`src/sv/vca_pkg.sv`:
```
// ----------------------------------------------------------------------------
// vca_pkg
// Shared types and constants of the VOLE column accumulator.
// ----------------------------------------------------------------------------
package vca_pkg;

  localparam int unsigned DefMaxTreeDepth = 12;
  localparam int unsigned DefMaxWords     = 128;
  localparam int unsigned DefMaxTrees     = 32;

  localparam int unsigned WordW     = 64;
  localparam int unsigned TreeNumW  = 5;
  localparam int unsigned SeedNumW  = 12;
  localparam int unsigned WordNumW  = 7;
  localparam int unsigned RowNumW   = 4;
  localparam int unsigned DepthW    = 5;
  localparam int unsigned RowMaskW  = 16;
  localparam int unsigned CfgAddrW  = 3;
  localparam int unsigned CfgDataW  = 8;
  localparam int unsigned InDataW   = 104;
  localparam int unsigned OutDataW  = 80;
  localparam int unsigned QueueDepth = 4;

  localparam logic [CfgAddrW-1:0] CFG_MODE        = 3'd0;
  localparam logic [CfgAddrW-1:0] CFG_DEEP_COUNT  = 3'd1;
  localparam logic [CfgAddrW-1:0] CFG_FIRST_DEPTH = 3'd2;
  localparam logic [CfgAddrW-1:0] CFG_SECOND_DEPTH = 3'd3;
  localparam logic [CfgAddrW-1:0] CFG_ROW_WORDS   = 3'd4;

  localparam logic MODE_PROVER   = 1'b0;
  localparam logic MODE_VERIFIER = 1'b1;

  typedef enum logic [1:0] {
    KIND_SUM  = 2'd0,
    KIND_CORR = 2'd1,
    KIND_ROW  = 2'd2
  } kind_e;

  // One classified word on its way from the front to the back.
  typedef struct packed {
    logic [WordNumW-1:0] word;
    logic                seed_zero;
    logic [RowMaskW-1:0] row_hit;
    logic [WordW-1:0]    rnd;
    logic                prover;
    logic                tree_zero;
    logic                last;
    logic [DepthW-1:0]   depth;
  } entry_t;

  // Control of one result burst handed from the back to the emitter.
  typedef struct packed {
    logic                has_head;
    kind_e               head_kind;
    logic [WordW-1:0]    head_data;
    logic [DepthW-1:0]   depth;
    logic [WordNumW-1:0] word;
  } emit_ctl_t;

endpackage

```
`src/sv/vca_front.sv`:
```
// ----------------------------------------------------------------------------
// vca_front
// Configuration registers and classification of incoming words.
// ----------------------------------------------------------------------------
module vca_front #(
  parameter int unsigned MAX_TREE_DEPTH = vca_pkg::DefMaxTreeDepth,
  parameter int unsigned MAX_WORDS      = vca_pkg::DefMaxWords,
  parameter int unsigned MAX_TREES      = vca_pkg::DefMaxTrees
) (
  input  logic                                clk_i,
  input  logic                                rst_ni,
  input  logic                                cfg_we_i,
  input  logic [vca_pkg::CfgAddrW-1:0]        cfg_addr_i,
  input  logic [vca_pkg::CfgDataW-1:0]        cfg_wdata_i,
  input  logic                                in_valid_i,
  output logic                                in_ready_o,
  input  logic [vca_pkg::TreeNumW-1:0]        tree_number_i,
  input  logic [vca_pkg::SeedNumW-1:0]        seed_number_i,
  input  logic [vca_pkg::WordNumW-1:0]        word_number_i,
  input  logic [vca_pkg::WordW-1:0]           random_word_i,
  input  logic [vca_pkg::SeedNumW-1:0]        hidden_index_i,
  input  logic                                q_full_i,
  output logic                                q_push_o,
  output vca_pkg::entry_t                     q_entry_o
);

  import vca_pkg::*;

  logic       mode_q;
  logic [5:0] deep_q;
  logic [3:0] first_q;
  logic [3:0] second_q;
  logic [7:0] words_q;

  always_ff @(posedge clk_i or negedge rst_ni) begin
    if (!rst_ni) begin
      mode_q   <= MODE_PROVER;
      deep_q   <= 6'd11;
      first_q  <= 4'd12;
      second_q <= 4'd11;
      words_q  <= 8'd64;
    end else if (cfg_we_i) begin
      unique case (cfg_addr_i)
        CFG_MODE:         mode_q   <= cfg_wdata_i[0];
        CFG_DEEP_COUNT:   deep_q   <= cfg_wdata_i[5:0];
        CFG_FIRST_DEPTH:  first_q  <= cfg_wdata_i[3:0];
        CFG_SECOND_DEPTH: second_q <= cfg_wdata_i[3:0];
        CFG_ROW_WORDS:    words_q  <= cfg_wdata_i;
        default: ;
      endcase
    end
  end

  logic [3:0]          depth_raw;
  logic [DepthW-1:0]   depth;
  logic [16:0]         seed_mask;
  logic [16:0]         seed_ext;
  logic [RowMaskW-1:0] sel;
  logic                tree_ok;
  logic                word_ok;
  logic                seed_ok;

  always_comb begin
    depth_raw = (6'(tree_number_i) < deep_q) ? first_q : second_q;
    if (depth_raw == 4'd0) begin
      depth = DepthW'(1);
    end else if (DepthW'(depth_raw) > DepthW'(MAX_TREE_DEPTH)) begin
      depth = DepthW'(MAX_TREE_DEPTH);
    end else begin
      depth = DepthW'(depth_raw);
    end
    seed_mask = (17'd1 << depth) - 17'd1;
    seed_ext  = 17'(seed_number_i);
    sel = (mode_q == MODE_VERIFIER) ? RowMaskW'(seed_number_i ^ hidden_index_i)
                                    : RowMaskW'(seed_number_i);
    tree_ok = 7'(tree_number_i) < 7'(MAX_TREES);
    word_ok = (10'(word_number_i) < 10'(words_q)) &&
              (10'(word_number_i) < 10'(MAX_WORDS));
    seed_ok = seed_ext <= seed_mask;
  end

  assign in_ready_o = !q_full_i;
  assign q_push_o   = in_valid_i && !q_full_i && tree_ok && word_ok && seed_ok;

  assign q_entry_o.word      = word_number_i;
  assign q_entry_o.seed_zero = (seed_number_i == '0);
  assign q_entry_o.row_hit   = seed_mask[RowMaskW-1:0] & sel;
  assign q_entry_o.rnd       = random_word_i;
  assign q_entry_o.prover    = (mode_q == MODE_PROVER);
  assign q_entry_o.tree_zero = (tree_number_i == '0);
  assign q_entry_o.last      = (seed_ext == seed_mask);
  assign q_entry_o.depth     = depth;

endmodule

```
`config.mk`:
```
export PLATFORM = sky130hd
export DESIGN_NAME = vca_front
export DESIGN_NICKNAME = d
export VERILOG_FILES = /design/src/sv/vca_pkg.sv /design/src/sv/vca_front.sv
export SDC_FILE = /design/constraint.sdc
export NUM_CORES = 1
export LEC_CHECK = 0
export ABC_AREA = 1
export BUFFER_PORTS_ARGS = -buffer_cell sky130_fd_sc_hd__buf_2
export CAP_MARGIN = 10
export CORE_MARGIN = 2
export CORE_UTILIZATION = 36
export DETAILED_ROUTE_END_ITERATION = 7
export PLACE_DENSITY = 0.78
export SETUP_SLACK_MARGIN = 0.05
export SYNTH_ARGS = -nofsm -noshare
export SYNTH_HDL_FRONTEND = slang
export SYNTH_SLANG_ARGS = --single-unit
```
`constraint.sdc`:
```
create_clock -name clk_i -period 3.1 [get_ports clk_i]
set_input_delay 0.31 -clock clk_i [delete_from_list [all_inputs] [get_ports clk_i]]
set_output_delay 0.31 -clock clk_i [all_outputs]
set_load 0.03 [all_outputs]
```
==> impl_metrics.tcl <==
set metrics [dict create \
    status "finished, violations left" \
    violations "negative hold slack, negative setup slack" \
    power.total_w 0.001876 \
    drt_pass1_iterations 5 \
    synth.most_common_cell "buf_4" \
    instances_no_fill 513 \
    crit_arrival_ns 3.47 \
    placeableCoreArea_um2 7214 \
    cts.sinks 23 \
    max-slew-margin-rel 0.5265 \
    syn-instance-count 370 \
    hp-class "in2async" \
    rows 31 \
    fillCellCount 771 \
    switching_power_w 0.0008624 \
    die-area_um2 8075 \
    fin_ws_ns -0.6839 \
    syn2layout_area_growth_pct 17.35 \
    cts_made_buffers 3 \
    clockPowerShare 0.104 \
    p_comb_frac 0.669 \
    fp.dieW_um 89.86 \
    synth_flop_cell "dfrtp_1" \
    fp.dieH_um 89.86 \
    dp.cells 500 \
    grt_pass1_vias 2286 \
    synth_edf_count 0 \
    hold_slack_ns -0.005771 \
    max_slew.worst_pin.slew_ns 0.7102 \
    ant_nets 0 \
    min_period_ns 3.784 \
    yosysSeqAreaShare 0.2211 \
    crit_path_end_kind "primary output" \
    clkLatencyLatePin_ns 0.27 \
    setup_violations 2 \
    ctsHoldBuffers 0 \
    vias_per_cell 4.710 \
    dp_slack_ns -0.5235 \
    power.leakage_nw 1.666 \
    synthTopCellsByCount "76 x buf_4, 67 x nand2_1, 49 x inv_1" \
    grt_use_total 0.1677 \
    p_int_w 0.001013 \
    grt_pass1_wl_mm 11.12 \
    clk_path_buf_depth 2 \
    antenna_found_initial 0 \
    routedWlPerCell_um 14.19 \
    drc_errors 0 \
    yosys.area.top_type "buf_4" \
    grt_overflow 0 \
    ys_ff_latch 23 \
    layout.nets 554 \
    maxCapViolCount 0 \
    via_count 2416 \
    path_clk_slew_ns 0.08 \
    worstSetupStartpointType "register" \
    wl_mm 7.281 \
    maxSlewViolCount 0 \
    p_seq_frac 0.227 \
    netlist.area_leader.share 0.2150 \
    period_share 1.221 \
    num_antenna_cells 0 \
    clockRootBuffer "clkbuf_8" \
    syn_area_um2 2654 \
    rsz0062_at_grt "yes" \
    grt_max_degree 24 \
    cts_tree "yes" \
    cellPowerDensity_nw_per_um2 602.3 \
    routabilityCongestion 0.8353 \
    path_class "reg2out" \
    hpwlAfterDp_mm 6.071 \
    start_util 0.3678 \
    fmax_mhz 264.3 \
    htree_num_levels 1 \
    post_synth.cell_area_avg_um2 7.172 \
    top_level_ports 214 \
    hold_viol_final 5 \
    clock_skew_ns 0 \
    yosysUniqueCellTypes 35 \
    yosys_warnings 0 \
    switching_share 0.4598 \
    portBuffers 80 \
    cp_max_fo 6 \
    crit_required_ns 2.79 \
    drive_above_1_share 0.4275 \
    peakVddDrop_uv 384.6 \
    async_reset_ff_frac 1.000 \
    drt_iter0_drc 68 \
    synth_area_leaders "buf_4 21%, dfrtp_1 13%, ha_1 11%" \
]
## power groups by stage
stage,clock network [W],registers (W),logic (W)
after floorplan,0,0.000402,0.000852
after global placement,0,0.000429,0.00105
after detailed placement,0,0.000431,0.00109
after CTS,0.000199,0.000426,0.00116
after global routing,0.000211,0.000434,0.00138
final,0.000196,0.000425,0.00125
## layer usage
| metal | vias to the layer above | part of all wire | global-route usage |
|---|---|---|---|
| met5 | - | 0 | 0 |
| met4 | 0 | 0.015 | 0.04231 |
| met3 | 19 | 0.073 | 0.04359 |
| met2 | 115 | 0.53 | 0.3176 |
| met1 | 1097 | 0.38 | 0.1857 |
| li1 | 1185 | - | - |
## worst max-delay path, stage by stage (launching register included)
cell and delay [ns]:
dfstp_2 0.54, inv_2 0.04, ha_4 0.21, nand2_2 0.06, nand2_2 0.06, a21boi_4 0.24, nand2_4 0.10, buf_4 0.15
o21ai_4 0.18, buf_4 0.14, buf_4 0.10, nand4_1 0.13, nand3_4 0.11, ha_4 0.21, a21o_1 0.16, a21oi_1 0.12
nand3_1 0.10, a21oi_2 0.12, o21bai_2 0.10, a31oi_4 0.16, buf_6 0.15
## cell usage in the layout, fill, tap and decap left out, types with 3 or more instances in the layout
master / n
dfstp_2: 9
nor2_4: 3
nor2_1: 9
buf_4: 35
inv_2: 3
nand2_2: 17
ha_4: 3
clkbuf_8: 3
buf_2: 75
dfrtp_1: 14
o21ai_0: 22
nand2_1: 59
nand3_2: 3
xor2_1: 5
a21oi_1: 13
ha_1: 20
buf_6: 5
nand3b_1: 4
nand3_1: 16
conb_1: 7
nand4_1: 6
nand2_4: 3
nor2_2: 4
inv_1: 48
## kinds of logic (layout without fill, tap and decap cells)
family,after synthesis,count (layout),share of synthesized area
other,2,7,0.002830
xor gates and xnor gates,7,7,0.02310
buffers and inverters,132,171,0.2942
AOI/OAI and AO/OA,50,50,0.1094
and+or+nand+nor,133,133,0.2409
adders and majority gates,23,23,0.1084
DFF,23,23,0.2211
## per-stage QoR
stage	utilization	TNS (ns)	area, um^2
floorplan	-	-0.1303	2711
global placement	0.3944	-0.6575	2845
detailed placement	0.3944	-0.9152	2845
CTS	0.4124	-1.113	2975
global route	0.4317	-1.601	3114
finish	0.4317	-1.208	3114
## registers in the layout, summed over array words and instances (netlist names)
name	flops
words_q	8
deep_q	6
mode_q	1
second_q	4
first_q	4
## repair_timing
action / CTS / global route
endpoints found under the setup margin: 3 / 4
pin swaps: 21 / 11
gates resized for setup: 16 / 25
setup buffers: 2 / 7
## cell type report
class	count	area, um^2	share of cell area
Clock buffer	3	41.29	0.01326
Timing Repair Buffer	115	694.4	0.2230
Clock inverter	1	7.507	0.002411
Inverter	52	195.2	0.06268
Tap cell	99	123.9	0.03978
Sequential cell	23	586.8	0.1884
Multi-Input combinational cell	220	1465	0.4705
## final timing paths
check / start / to / slack [ns] / depth (start not counted)
max in group asynchronous: rst_ni / words_q[6]$_DFFE_PN1P_ / 2.74 / 1
min in group clk_i: cfg_wdata_i[6] / words_q[6]$_DFFE_PN1P_ / 0.26 / 3
min: rst_ni / deep_q[2]$_DFFE_PN0P_ / -0.006 / 1
max reg2reg: mode_q$_DFFE_PN0P_ / mode_q$_DFFE_PN0P_ / 1.95 / 2
min reg2reg: words_q[6]$_DFFE_PN1P_ / words_q[6]$_DFFE_PN1P_ / 0.49 / 2
max: deep_q[3]$_DFFE_PN1P_ / q_push_o / -0.68 / 20
(Power assumes the default switching activity.)
