--- config.mk ---
export PLATFORM = sky130hd
export DESIGN_NAME = vca_queue
export DESIGN_NICKNAME = d
export VERILOG_FILES = /design/src/sv/vca_pkg.sv /design/src/sv/vca_queue.sv
export SDC_FILE = /design/constraint.sdc
export NUM_CORES = 1
export LEC_CHECK = 0
export BUFFER_PORTS_ARGS = -buffer_cell sky130_fd_sc_hd__buf_4
export CORE_ASPECT_RATIO = 2
export CORE_UTILIZATION = 51
export DETAILED_ROUTE_END_ITERATION = 12
export GPL_ROUTABILITY_DRIVEN = 0
export PLACE_DENSITY = 0.75
export REMOVE_ABC_BUFFERS = 1
export SLEW_MARGIN = 20
export SYNTH_ARGS = -nofsm -noshare
export SYNTH_HDL_FRONTEND = slang
export SYNTH_SLANG_ARGS = --single-unit
--- constraint.sdc ---
create_clock -name clk_i -period 3.25 [get_ports clk_i]
set_input_delay 0.4875 -clock clk_i [delete_from_list [all_inputs] [get_ports clk_i]]
set_output_delay 0.4875 -clock clk_i [all_outputs]
set_load 0.1 [all_outputs]
--- src/sv/vca_pkg.sv ---
// ----------------------------------------------------------------------------
// vca_pkg
// Shared types and constants of the VOLE column accumulator.
// ----------------------------------------------------------------------------
package vca_pkg;

  localparam int unsigned DefMaxTreeDepth = 12;
  localparam int unsigned DefMaxWords     = 128;
  localparam int unsigned DefMaxTrees     = 32;

  localparam int unsigned WordW     = 64;
  localparam int unsigned TreeNumW  = 5;
  localparam int unsigned SeedNumW  = 12;
  localparam int unsigned WordNumW  = 7;
  localparam int unsigned RowNumW   = 4;
  localparam int unsigned DepthW    = 5;
  localparam int unsigned RowMaskW  = 16;
  localparam int unsigned CfgAddrW  = 3;
  localparam int unsigned CfgDataW  = 8;
  localparam int unsigned InDataW   = 104;
  localparam int unsigned OutDataW  = 80;
  localparam int unsigned QueueDepth = 4;

  localparam logic [CfgAddrW-1:0] CFG_MODE        = 3'd0;
  localparam logic [CfgAddrW-1:0] CFG_DEEP_COUNT  = 3'd1;
  localparam logic [CfgAddrW-1:0] CFG_FIRST_DEPTH = 3'd2;
  localparam logic [CfgAddrW-1:0] CFG_SECOND_DEPTH = 3'd3;
  localparam logic [CfgAddrW-1:0] CFG_ROW_WORDS   = 3'd4;

  localparam logic MODE_PROVER   = 1'b0;
  localparam logic MODE_VERIFIER = 1'b1;

  typedef enum logic [1:0] {
    KIND_SUM  = 2'd0,
    KIND_CORR = 2'd1,
    KIND_ROW  = 2'd2
  } kind_e;

  // One classified word on its way from the front to the back.
  typedef struct packed {
    logic [WordNumW-1:0] word;
    logic                seed_zero;
    logic [RowMaskW-1:0] row_hit;
    logic [WordW-1:0]    rnd;
    logic                prover;
    logic                tree_zero;
    logic                last;
    logic [DepthW-1:0]   depth;
  } entry_t;

  // Control of one result burst handed from the back to the emitter.
  typedef struct packed {
    logic                has_head;
    kind_e               head_kind;
    logic [WordW-1:0]    head_data;
    logic [DepthW-1:0]   depth;
    logic [WordNumW-1:0] word;
  } emit_ctl_t;

endpackage

--- src/sv/vca_queue.sv ---
// ----------------------------------------------------------------------------
// vca_queue
// Short first-in first-out queue between the front and the back.
// ----------------------------------------------------------------------------
module vca_queue (
  input  logic            clk_i,
  input  logic            rst_ni,
  input  logic            push_i,
  input  vca_pkg::entry_t entry_i,
  output logic            full_o,
  input  logic            pop_i,
  output logic            valid_o,
  output vca_pkg::entry_t entry_o
);

  import vca_pkg::*;

  localparam int unsigned PtrW = (QueueDepth > 1) ? $clog2(QueueDepth) : 1;

  entry_t          mem_q [QueueDepth];
  logic [PtrW-1:0] wptr_q, wptr_d;
  logic [PtrW-1:0] rptr_q, rptr_d;
  logic [PtrW:0]   cnt_q, cnt_d;

  always_comb begin
    wptr_d = wptr_q;
    rptr_d = rptr_q;
    cnt_d  = cnt_q;
    if (push_i) begin
      wptr_d = (wptr_q == PtrW'(QueueDepth - 1)) ? '0 : wptr_q + PtrW'(1);
    end
    if (pop_i) begin
      rptr_d = (rptr_q == PtrW'(QueueDepth - 1)) ? '0 : rptr_q + PtrW'(1);
    end
    if (push_i && !pop_i) begin
      cnt_d = cnt_q + (PtrW+1)'(1);
    end else if (pop_i && !push_i) begin
      cnt_d = cnt_q - (PtrW+1)'(1);
    end
  end

  always_ff @(posedge clk_i or negedge rst_ni) begin
    if (!rst_ni) begin
      wptr_q <= '0;
      rptr_q <= '0;
      cnt_q  <= '0;
    end else begin
      wptr_q <= wptr_d;
      rptr_q <= rptr_d;
      cnt_q  <= cnt_d;
    end
  end

  always_ff @(posedge clk_i) begin
    if (push_i) begin
      mem_q[wptr_q] <= entry_i;
    end
  end

  assign full_o  = (cnt_q == (PtrW+1)'(QueueDepth));
  assign valid_o = (cnt_q != '0);
  assign entry_o = mem_q[rptr_q];

endmodule

==> summary.txt, run 1 <==
Floorplanning
  • Die area: around 29,000 um^2
  • Starting Density: 0.518
  • Cell Rows: 86
  • Core area: ~28,000 um^2
  • Horiz. Die Dim: roughly 120 um
  • DIE HEIGHT: 238 um
  • Ports: slightly below 200

Timing
  • Slew at the pin closest to its max-slew limit: 0.594 ns
  • Period utilization: 0.926
  • Hold WS: 0.171 ns
  • Post-route setup slack: between 0.2 and 0.25 ns
  • Final Max Slew Viols: 0
  • Finish-stage setup viols: 0
  • Hold Fails Final Rpt: 0
  • Layout Skew: 0.00860 ns
  • Tmin final: 3.01 ns
  • RSZ-0062 raised after global routing: false
  • Fmax: between 300 and 400 MHz
  • Slew headroom: 0.604

Clock tree
  • Clk slew on worst S/H paths: roughly 0.07 ns
  • Post_cts resized: 0
  • CTS tree: built
  • # clock sinks: 391
  • Worst-Skew Late Latency: 0.52 ns
  • Total CTS buffers: 34
  • H-tree levels: 2
  • CTS Buffer Depth: 3
  • Root Buffer: clkbuf_16

Cells and area
  • Synth-to-Final Area Change: 21.0%
  • Fin nets: about 870
  • Fraction of final layout cells sized beyond drive strength 1: 0.455
  • Filler Cells Inserted: 1,885
  • Final cell count without fillers: approximately 1,100

Route
  • Drt wl/cell: 24.5 um
  • DRC: 0
  • Routed Antenna Nets: 0
  • Initial drt markers: between 300 and 400
  • Vias: between 6,000 and 7,000
  • Drt first pass iters: 4
  • Via density: roughly 5.6
  • WL final: ~28 mm

Yosys
  • Largest family of logic cells by synthesized area: multiplexers
  • Mux contribution to synthesized area: 0.154
  • Synth Area in XOR/XNOR: 0.00184
  • Synth warn: 0
  • Mapped Cells: 539
  • Number of synthesized register bits: roughly 400
  • Area leader, netlist: edfxtp_1
  • Synth Cell Area: 14,300 um^2
  • Area fraction of the dominant cell type after synthesis: 0.808
  • Sequential share of the synthesized area: 0.821
  • Synth Area in Compound Gates: 0.000702
  • Netlist cell types: 21
  • Post-synthesis adder-cell area fraction: 0.00667
  • Top post-synthesis cells by area: edfxtp_1 (81%), mux4_2 (15%), dfrtp_1 (1.2%)
  • Synth Area in Simple Gates: 0.00404
  • Mean post-synth cell area: approximately 26 um^2

Critical path
  • Crit Path Max Fanout: 29
  • Worst setup SP type: flip-flop
  • Worst setup EP type: output port
  • Worst Path Required: about 2.8 ns
  • Critical path class: reg -> out
  • CP Data Arrival Time: about 2.5 ns

GRT
  • First-pass GRT wire length: 42.1 mm
  • Initial antenna violation count: 1
  • GRT Util Overall: 0.201
  • Largest net degree at the start of global routing: 64
  • Total congestion overflow: 0
  • Vias in the first global route: 7,013

Hold path
  • Hold Crit Class: in -> reg

Place
  • PortBufs: 197
  • Setup WS pre-CTS: roughly 0.74 ns
  • Post-DP HPWL: approximately 18 mm
  • Post-Place Cells: between 1,000 and 1,500

Run status
  • Status: complete, no violations

Run
  • Max-Cap Viols: 0
## cells in the final DEF, fill, tap and decap left out
cell	instances
and2_4	4
buf_12	8
buf_4	200
clkbuf_1	9
clkbuf_16	37
clkinv_1	5
clkinv_2	6
clkinv_4	1
dfrtp_1	5
dfrtp_4	2
diode_2	1
dlygate4sd3_1	1
edfxtp_1	384
fa_1	1
ha_1	6
inv_1	4
mux2_2	3
mux4_2	96
nand2_1	2
nor2_1	3
nor3b_1	1
o21ai_0	2
or3_1	1
xnor2_1	1
xor2_1	2
## cell families (layout without fill, tap and decap cells)
group                      after synthesis  in the layout
DFF                                    391            391
muxes                                   99             99
buffers and inverters                   26            271
and+or+nand+nor                         11             11
adders and majority gates                7              7
xor gates and xnor gates                 3              3
AOI/OAI and AO/OA                        2              2
other                                    0              1
## layout make-up
cell class	instances	area [um^2]	area share
clock buffer	46	960	0.0556
sequential	391	11700	0.679
tap	352	440	0.0255
inverter	4	15.0	0.000870
clock inverter	12	57.6	0.00334
timing repair buffer	209	1670	0.0969
antenna	1	2.50	0.000145
multi-input combinational	122	2390	0.139
## through the flow
stage	instance area [um^2]	utilization	setup TNS [ns]
6_report	17300	0.626	0
3_5_place_dp	16200	0.589	0
4_1_cts	17300	0.626	0
5_1_grt	17300	0.626	0
2_1_floorplan	14100	-	-210.48
3_3_place_gp	16200	0.589	0
## worst max-delay path, stage by stage, from the launching register on
cell	delay, ns
dfrtp_4	0.81
buf_12	0.32
mux4_2	0.57
buf_4	0.26
## final timing paths
kind / start / slack, ns / cells after the start / to
max: rptr_q[0] / 0.24 / 3 / entry_o[83]
min: entry_i[11] / 0.17 / 1 / mem_q[2][11]
max reg2reg: wptr_q[0] / 1.23 / 4 / mem_q[0][41]
min reg2reg: cnt_q[2] / 0.51 / 1 / cnt_q[2]
max in group asynchronous: rst_ni / 2.78 / 2 / rptr_q[0]
min in group asynchronous: rst_ni / 0.33 / 2 / cnt_q[0]
## cells in the mapped netlist, drive strengths merged
cell type	number
dfrtp	7
mux2	3
nor3b	1
xnor2	1
or3	1
and2	4
xor2	2
buf	17
nor2	3
nand2	2
inv	4
ha	6
clkbuf	5
fa	1
edfxtp	384
mux4	96
o21ai	2
## repair_timing
action,in CTS,in global routing
setup buffers,0,0
hold buffers,1,0
setup endpoints to repair,0,0
hold endpoints to repair,7,0
## per-layer routing
layer | up-vias | track usage | wire (um)
li1 | 2751 | - | -
met1 | 3315 | 0.229 | 9860
met2 | 184 | 0.360 | 15400
met3 | 65 | 0.0367 | 1260
met4 | 0 | 0.103 | 1280
met5 | - | 0 | 0
## state kept, by name, indices dropped and copies added (netlist names)
signal / count
wptr_q: 2
cnt_q: 3
rptr_q: 2
mem_q: 384
Power of run 1 is not shown: default switching activity piles up to over one toggle a cycle in this logic, so the estimate is an artifact.
==> run 2: changes to the inputs <==
--- a/config.mk
+++ b/config.mk
@@ -7,10 +7,9 @@
 export LEC_CHECK = 0
 export BUFFER_PORTS_ARGS = -buffer_cell sky130_fd_sc_hd__buf_4
 export CORE_ASPECT_RATIO = 2
-export CORE_UTILIZATION = 51
+export CORE_UTILIZATION = 35
 export DETAILED_ROUTE_END_ITERATION = 12
 export GPL_ROUTABILITY_DRIVEN = 0
-export PLACE_DENSITY = 0.75
 export REMOVE_ABC_BUFFERS = 1
 export SLEW_MARGIN = 20
 export SYNTH_ARGS = -nofsm -noshare
==> run 2 against run 1 <==
Against the previous run:
- cell area increased by 2.3%
- sequential cell count did not move
- clock skew is 0.0068 ns higher
- setup slack improved by 0.069 ns
- via count about the same
- register-to-register slack improved by 0.05 ns
- sequential share of layout area decreased by 1.5 points
- non-clock buffer count is 6 higher
- highest routed layer is now met5
==> summary.txt, run 2 (same netlist as run 1, synthesis figures left out) <==
Timing
  • Slew headroom: 0.565 (was 0.604)
  • Tmin final: 2.94 ns (was 3.01 ns)
  • Finish-stage setup viols: 0 (unchanged)
  • Slew at the pin closest to its max-slew limit: 0.652 ns (was 0.594 ns)
  • RSZ-0062 raised after global routing: false (unchanged)
  • Final Max Slew Viols: 0 (unchanged)
  • Layout Skew: 0.0154 ns (was 0.00860 ns)
  • Hold Fails Final Rpt: 0 (unchanged)
  • Period utilization: 0.905 (was 0.926)
  • Fmax: 340 MHz (was 332 MHz)

Cells and area
  • Fin nets: 876 (was 869)
  • Synth-to-Final Area Change: 23.8% (was 21.0%)
  • Fraction of final layout cells sized beyond drive strength 1: 0.465 (was 0.455)
  • Max FFs per register: 384 (unchanged)
  • Largest regs: mem_q x384, cnt_q x3 (unchanged)
  • Biggest register: mem_q (unchanged)
  • Most frequent cells in the layout: edfxtp_1 (384), buf_4 (206), mux4_2 (96), clkbuf_16 (36), buf_12 (8) (was edfxtp_1 (384), buf_4 (200), mux4_2 (96), clkbuf_16 (37), clkbuf_1 (9))
  • Final core occ: 0.439 (was 0.626)
  • Antenna diodes: 0 (was 1)
  • Commonest non-fill, non-tap cell in the layout: edfxtp_1 (unchanged)

Route
  • DRC: 0 (unchanged)
  • Initial drt markers: 236 (was 335)
  • Drt first pass iters: 4 (unchanged)
  • WL final: 28.3 mm (was 27.8 mm)
  • Drt wl/cell: 21.4 um (was 24.5 um)
  • Via density: 4.77 (was 5.55)
  • Vias: 6,317 (was 6,315)
  • Routed Antenna Nets: 0 (unchanged)

Place
  • Post-DP HPWL: 17.6 mm (was 17.7 mm)
  • PortBufs: 197 (unchanged)

Critical path
  • R2R depth: 4 (unchanged)
  • CP Data Arrival Time: 2.45 ns (was 2.52 ns)
  • Slowest-stage cell, CP: dfrtp_4 (unchanged)
  • Crit Path Max Fanout: 33 (was 29)
  • Worst Path Required: 2.76 ns (about the same)
  • Reg2reg setup slack: 1.28 ns (was 1.23 ns)
  • Critical path class: reg -> out (unchanged)
  • Worst setup SP type: flip-flop (unchanged)
  • Worst Path Buf+Inv: 2 (unchanged)
  • Delay-heaviest family, CP: flip-flops (unchanged)
  • Crit-path cells: buf_12 > mux4_2 > buf_4 (unchanged)
  • Slowest stage delay, CP: 0.71 ns (was 0.81 ns)
  • Worst setup EP type: output port (unchanged)
  • R2r startpoint: wptr_q[0] (unchanged)
  • R2r endpoint: mem_q[2][78] (was mem_q[0][41])

Clock tree
  • H-tree levels: 2 (unchanged)
  • Worst-Skew Late Latency: 0.52 ns (about the same)
  • Post_cts resized: 0 (unchanged)
  • CTS Buffer Depth: 3 (unchanged)
  • # clock sinks: 391 (unchanged)
  • CTS tree: built (unchanged)
  • Total CTS buffers: 35 (was 34)
  • Clk slew on worst S/H paths: 0.07 ns (about the same)
  • Root Buffer: clkbuf_16 (unchanged)

Hold path
  • Hold Crit Class: in -> reg (unchanged)
  • Hold path depth: 1 (unchanged)
  • Worst hold endpoint: mem_q[2][90] (was mem_q[2][11])
  • Hold_sp: entry_i[90] (was entry_i[11])

Floorplanning
  • Core area: 40,200 um^2 (was 27,500 um^2)
  • Horiz. Die Dim: 145 um (was 120 um)
  • Ports: 198 (unchanged)
  • Starting Density: 0.355 (was 0.518)
  • DIE HEIGHT: 287 um (was 238 um)
  • Cell Rows: 104 (was 86)
  • Die area: 41,600 um^2 (was 28,700 um^2)

GRT
  • Initial antenna violation count: 3 (was 1)
  • First-pass GRT wire length: 41.6 mm (was 42.1 mm)
  • GRT Util Overall: 0.140 (was 0.201)
  • Vias in the first global route: 6,909 (was 7,013)
  • Total congestion overflow: 0 (unchanged)
  • Largest net degree at the start of global routing: 45 (was 64)

Run
  • Max-Cap Viols: 0 (unchanged)

Run status
  • Status: complete, no violations (unchanged)
==> run 2: final cells by class <==
class	count	area [um^2]
fill	3413	22600
sequential	391	11700
multi-input combinational	122	2390
timing repair buffer	215	1720
clock buffer	45	955
tap	530	663
clock inverter	16	196
inverter	4	15.0
==> run 2: how the worst max path moves through the flow <==
stage,from,cells after the start,end,slack (ns)
detailed placement,rptr_q[0],3,entry_o[1],0.79
finish,rptr_q[0],3,entry_o[1],0.31
CTS,rptr_q[0],3,entry_o[1],0.20
global route,rptr_q[0],3,entry_o[1],0.15
global placement,rptr_q[0],3,entry_o[1],0.79
floorplan,rptr_q[0],1,entry_o[0],-2.02
==> run 2: layer usage <==
metal  up-vias  wire, um  GRT usage
met5         -        35          0
met4         6       964     0.0611
met3        54      1160     0.0271
met2       153     16300      0.270
met1      3326      9780      0.142
li1       2778         -          -
==> run 2: timing repair <==
action,in CTS,in global routing
hold endpoints to repair,7,0
buffers inserted,0,0
hold buffers,1,0
==> run 2: worst reg2reg max path, cell delays in order, from the launching register on <==
cell	delay, ns
dfrtp_1	0.41
inv_1	0.11
ha_1	0.15
and2_4	0.49
buf_4	0.43
==> run 2: through the flow <==
stage / std cells / hold slack (ns) / area, um^2 / TNS, ns / setup slack, ns
after floorplan: 517 / 0.192 / 14100 / -210.48 / -2.02
after global placement: 1261 / 0.314 / 16500 / 0 / 0.791
after detailed placement: 1261 / 0.318 / 16500 / 0 / 0.788
after CTS: 1323 / 0.128 / 17700 / 0 / 0.202
after global routing: 1323 / 0.134 / 17700 / 0 / 0.151
final: 1323 / 0.156 / 17700 / 0 / 0.308
Power of run 2 is left out for the same reason.
